## src/hw/rtl/bbc_pkg.sv

```systemverilog
package bbc_pkg;

  localparam int NUM_ENTRIES = 64;
  localparam int IDX_W       = (NUM_ENTRIES > 1) ? $clog2(NUM_ENTRIES) : 1;
  localparam int SLOT_W      = 6;
  localparam int CMP_W       = (IDX_W > SLOT_W) ? IDX_W : SLOT_W;

  localparam logic [7:0] REF_MAX = 8'hFF;

  localparam logic CMD_ACQUIRE = 1'b0;
  localparam logic CMD_RELEASE = 1'b1;

  localparam logic [1:0] ST_OK      = 2'd0;
  localparam logic [1:0] ST_NO_FREE = 2'd1;
  localparam logic [1:0] ST_UNHELD  = 2'd2;

  typedef enum logic [1:0] {
    OP_NONE,
    OP_HIT,
    OP_FILL,
    OP_REL
  } commit_op_e;

  // request record that walks the row of cells, gathering the lookup outcome
  typedef struct packed {
    logic              valid;
    logic              cmd;
    logic [7:0]        dev;
    logic [31:0]       blk;
    logic [SLOT_W-1:0] rel;
    logic [31:0]       tick;
    logic              hit_found;
    logic [IDX_W-1:0]  hit_idx;
    logic              hit_cv;
    logic              vic_found;
    logic [IDX_W-1:0]  vic_idx;
    logic [31:0]       vic_stamp;
    logic              rel_held;
  } sweep_t;

  // update broadcast to all cells once the walk is over
  typedef struct packed {
    commit_op_e       op;
    logic [IDX_W-1:0] idx;
    logic [7:0]       dev;
    logic [31:0]      blk;
    logic [31:0]      tick;
  } commit_t;

endpackage

```

## src/hw/rtl/bbc_cell.sv

```systemverilog
module bbc_cell import bbc_pkg::*; (
  input  logic             clk_i,
  input  logic             rst_ni,
  input  logic [IDX_W-1:0] cell_idx_i,
  input  sweep_t           rec_i,
  input  commit_t          cmt_i,
  output sweep_t           rec_o
);

  logic [7:0]  tag_dev_q;
  logic [31:0] tag_blk_q;
  logic        occ_q, occ_d;
  logic        cv_q, cv_d;
  logic [7:0]  ref_q, ref_d;
  logic [31:0] last_q, last_d;
  sweep_t      rec_q, rec_d;
  logic        match;
  logic        sel;

  // fold this entry into the passing record
  always_comb begin
    rec_d = rec_i;
    match = occ_q && (tag_dev_q == rec_i.dev) && (tag_blk_q == rec_i.blk);
    if (rec_i.cmd == CMD_ACQUIRE) begin
      if (!rec_i.hit_found && match) begin
        rec_d.hit_found = 1'b1;
        rec_d.hit_idx   = cell_idx_i;
        rec_d.hit_cv    = cv_q;
      end
      if ((ref_q == 8'd0) && (!rec_i.vic_found || (last_q < rec_i.vic_stamp))) begin
        rec_d.vic_found = 1'b1;
        rec_d.vic_idx   = cell_idx_i;
        rec_d.vic_stamp = last_q;
      end
    end else if (CMP_W'(rec_i.rel) == CMP_W'(cell_idx_i)) begin
      rec_d.rel_held = (ref_q != 8'd0);
    end
  end

  // apply the broadcast update when it names this entry
  always_comb begin
    occ_d  = occ_q;
    cv_d   = cv_q;
    ref_d  = ref_q;
    last_d = last_q;
    sel    = (cmt_i.op != OP_NONE) && (cmt_i.idx == cell_idx_i);
    if (sel) begin
      case (cmt_i.op)
        OP_HIT: begin
          if (ref_q != REF_MAX) ref_d = ref_q + 8'd1;
          last_d = cmt_i.tick;
          cv_d   = 1'b1;
        end
        OP_FILL: begin
          occ_d  = 1'b1;
          ref_d  = 8'd1;
          last_d = cmt_i.tick;
          cv_d   = 1'b1;
        end
        OP_REL: begin
          ref_d = ref_q - 8'd1;
        end
        default: begin
          ref_d = ref_q;
        end
      endcase
    end
  end

  always_ff @(posedge clk_i or negedge rst_ni) begin
    if (!rst_ni) begin
      occ_q  <= 1'b0;
      cv_q   <= 1'b0;
      ref_q  <= 8'd0;
      last_q <= 32'd0;
      rec_q  <= '0;
    end else begin
      occ_q  <= occ_d;
      cv_q   <= cv_d;
      ref_q  <= ref_d;
      last_q <= last_d;
      rec_q  <= rec_d;
    end
  end

  // tags are only read behind occupied
  always_ff @(posedge clk_i) begin
    if (sel && (cmt_i.op == OP_FILL)) begin
      tag_dev_q <= cmt_i.dev;
      tag_blk_q <= cmt_i.blk;
    end
  end

  assign rec_o = rec_q;

endmodule

```

## config.mk

```make
export PLATFORM = sky130hd
export DESIGN_NAME = bbc_cell
export DESIGN_NICKNAME = d
export VERILOG_FILES = /design/src/hw/rtl/bbc_pkg.sv /design/src/hw/rtl/bbc_cell.sv
export SDC_FILE = /design/constraint.sdc
export NUM_CORES = 1
export LEC_CHECK = 0
export BUFFER_PORTS_ARGS = -buffer_cell sky130_fd_sc_hd__buf_2
export CORE_MARGIN = 8
export CORE_UTILIZATION = 52
export CTS_CLUSTER_SIZE = 8
export DETAILED_ROUTE_END_ITERATION = 12
export PLACE_DENSITY = 0.95
export SETUP_SLACK_MARGIN = 0.02
export SLEW_MARGIN = 20
export SYNTH_ARGS = -nofsm -noshare
export SYNTH_HDL_FRONTEND = slang
export SYNTH_SLANG_ARGS = --single-unit
export TNS_END_PERCENT = 100
```

## constraint.sdc

```tcl
create_clock -name clk_i -period 4.8 [get_ports clk_i]
set_input_delay 0.24 -clock clk_i [delete_from_list [all_inputs] [get_ports clk_i]]
set_output_delay 0.24 -clock clk_i [all_outputs]
set_load 0.02 [all_outputs]
```

==> run_results.csv <==
group,metric,value,unit
timing,hold_violations,0,
floorplan,rows,46,
placement,place_area,0.0103,mm2
synth,netlist_instances,550,
placement,dp_hpwl,19.1,mm
synth,synth_seq_cells,210,
worst_setup_path,crit_path_end_kind,"register",
clock_network,ctsHoldBuffers,201,
timing,worst_slew_pin_slew,1.01,ns
worst_setup_path,cp_data_arrival_time,3.76,ns
status,status,"finished, final reports clean",
timing,slew_violations,0,
flow_run,maxCapViolCount,0,
clock_network,cts.sinks,210,
grt,overflow,0,
clock_network,clockBufferDepth,3,
cells_and_area,fin_area,0.0131,mm2
worst_setup_path,r2r-start,"last_q[13]",
min_path,min_from,"cell_idx_i[1]",
routing,firstDrtPassIters,5,
power,powerDensity,364,mW/mm2
clock_network,numCtsBuffers,30,
timing,max_slew_margin,0.329,
timing,fmax,0.298,GHz
worst_setup_path,r2r_slack,1.44,ns
min_path,worstHoldEndpoint,"rec_o[34]",
cells_and_area,drive_above_1_share,0.408,
synth,syn-cell-area,0.00835,mm2
power,net-switching-power,0.00130,W
routing,vias_per_cell,5.44,
grt,grt.total_usage,0.338,
cells_and_area,final_common_cell,"buf_2",
synth,syn-num-nets,809,
synth,synth_area_per_cell,15.2,um2
timing,post-route-period-util,0.700,
clock_network,path_clk_slew,0.05,ns
min_path,hp-class,"input port to register",
routing,vias,7354,
synth,yosysWarnings,0,
power,p_sw_frac,0.272,
cells_and_area,nFillCells,741,
power,p_clk_frac,0.402,
worst_setup_path,critical_path_class,"input port to register",
timing,setup_viol_count_final,0,
clock_network,clk_latency,0.54,ns
routing,ant_nets,0,
grt,grt_pass1_wl,51.4,mm
placement,place_congestion,0.815,
synth,synth_edf_count,40,
worst_setup_path,rr_endpoint,"rec_o[8]",
floorplan,dieArea,0.0204,mm2
timing,setup_tns,0,ns
timing,setup_ws,1.44,ns
cells_and_area,layout_common_cells,"buf_2, dlygate4sd3_1, dfrtp_1",
routing,drc,0,
clock_network,htreeDepth,1,
power,power_frac_comb,0.169,
power,p_leak,6.33,nW
routing,routedWlPerCell,25.4,um
cells_and_area,multi_input_area,0.00269,mm2
grt,grt_max_degree,81,
routing,finalWirelength,34.3,mm
power,peakVddDrop,262,uV
worst_setup_path,worstPathRequired,5.20,ns
worst_setup_path,startpoint_type,"input port",
cells_and_area,final_util,0.833,
floorplan,initial_core_util,0.530,
floorplan,core,0.0158,mm2
cells_and_area,area_delta_synth_final,57.2,%
clock_network,postCtsSetupBuffers,0,
min_path,holdPathStages,2,
synth,ys_seq_area_frac,0.653,
clock_network,cts_tree,"yes",
power,power,0.00478,W
worst_setup_path,cp_max_fo,35,
synth,ys_async_sr_fraction,0.810,
synth,ys_types,46,
placement,dp_slack,1.53,ns
power,p_int,0.00348,W
cells_and_area,fin_nets,1379,
placement,port_buffers,343,
power,power_frac_seq,0.430,
floorplan,ios,344,
clock_network,ctsRootBufferMaster,"clkbuf_16",
floorplan,fp.dieH,143,um
timing,clock-skew-final,0.0178,ns
timing,rsz0062_at_grt,"false",
grt,first_global_vias,8560,
timing,min_period,3.36,ns
cells_and_area,layout.area.seq,0.00546,mm2
clock_network,cts_resized,0,
synth,synth_flop_cell,"dfrtp_1",
grt,antenna_found_initial,4,
routing,dr.first_iter.drc_count,502,
floorplan,die_x,143,um
worst_setup_path,ff2ff_path_depth,8,
## sequential cells by signal (all words and copies together) (netlist names)
| name | flops |
|---|---|
| occ_q | 1 |
| rec_o | 128 |
| tag_blk_q | 32 |
| cv_q | 1 |
| tag_dev_q | 8 |
| ref_q | 8 |
| last_q | 32 |
## cells by family (layout without fill, tap and decap cells)
| logic type | after synthesis | count (layout) | synth area share |
|---|---|---|---|
| other cells | 0 | 4 | 0 |
| mux | 78 | 78 | 0.114 |
| xor+xnor | 57 | 57 | 0.0598 |
| simple gates | 72 | 72 | 0.0469 |
| fa+ha+maj | 43 | 43 | 0.0653 |
| buf+inv | 44 | 625 | 0.0250 |
| compound gates | 46 | 46 | 0.0360 |
| flops | 210 | 210 | 0.653 |
## worst max path at each step
stage	from	end	slack, ns	depth (start not counted)
floorplan	cmt_i[78]	tag_blk_q[0]	2.10	5
global placement	rec_i[14]	rec_o[17]	1.70	10
detailed placement	last_q[15]	rec_o[10]	1.53	8
CTS	last_q[15]	rec_o[15]	1.51	8
global route	rec_i[14]	rec_o[10]	1.30	11
finish	rec_i[14]	rec_o[8]	1.44	11
## power groups by stage
stage | Sequential, W | Combinational [W] | Clock (W)
3_5_place_dp | 0.00206 | 0.000613 | 0
4_1_cts | 0.00204 | 0.000759 | 0.00188
6_report | 0.00205 | 0.000805 | 0.00192
5_1_grt | 0.00206 | 0.000864 | 0.00199
2_1_floorplan | 0.00212 | 0.000266 | 0
3_3_place_gp | 0.00205 | 0.000584 | 0
## layout make-up
cell class	count	share of cell area
antenna	4	0.000762
clock buffer	41	0.0603
clock inverter	2	0.00191
inverter	35	0.0100
multi-input combinational	296	0.205
sequential	210	0.415
tap	216	0.0206
timing repair buffer	547	0.286
## layer usage
metal	routed length (um)	vias to the layer above	global-route usage
li1	-	3066	-
met1	11400	3592	0.349
met2	17400	547	0.590
met3	3140	147	0.0968
met4	2340	2	0.224
met5	13	-	0
## worst max-delay path: stages
cell,delay (ns)
dlygate4sd3_1,0.54
buf_2,0.11
inv_1,0.04
ha_1,0.32
a21oi_1,0.18
o21ai_0,0.17
or3_1,0.33
or4_1,0.43
a22oi_2,0.37
buf_4,0.59
mux2_2,0.42
## cell usage after synthesis (all sizes together), types with 2 or more instances
| library cell | n | area [um2] |
|---|---|---|
| o21ai | 8 | 40.0 |
| a221oi | 2 | 17.5 |
| edfxtp | 40 | 1200 |
| o21bai | 2 | 15.0 |
| or4 | 2 | 15.0 |
| nor2 | 8 | 30.0 |
| nor4 | 8 | 56.3 |
| nand2b | 5 | 31.3 |
| clkbuf | 2 | 7.51 |
| or2 | 3 | 18.8 |
| ha | 42 | 526 |
| nand2 | 18 | 67.6 |
| mux2 | 77 | 942 |
| nand3 | 5 | 25.0 |
| buf | 7 | 70.1 |
| dfrtp | 170 | 4250 |
| inv | 35 | 131 |
| o31ai | 4 | 30.0 |
| a41oi | 2 | 17.5 |
| xor2 | 10 | 87.6 |
| a21oi | 16 | 80.1 |
| xnor2 | 47 | 412 |
| nor3 | 2 | 10.0 |
| nand4 | 14 | 87.6 |
| a2111oi | 2 | 17.5 |
| a21o | 4 | 30.0 |
## metrics by stage
stage,std cells,hold slack (ns)
6_report,1351,0.0645
2_1_floorplan,550,-0.0556
4_1_cts,1347,0.0289
5_1_grt,1349,0.0569
3_5_place_dp,1103,0.327
3_3_place_gp,1103,0.321
Note: power is estimated with default switching activity, not from simulation.
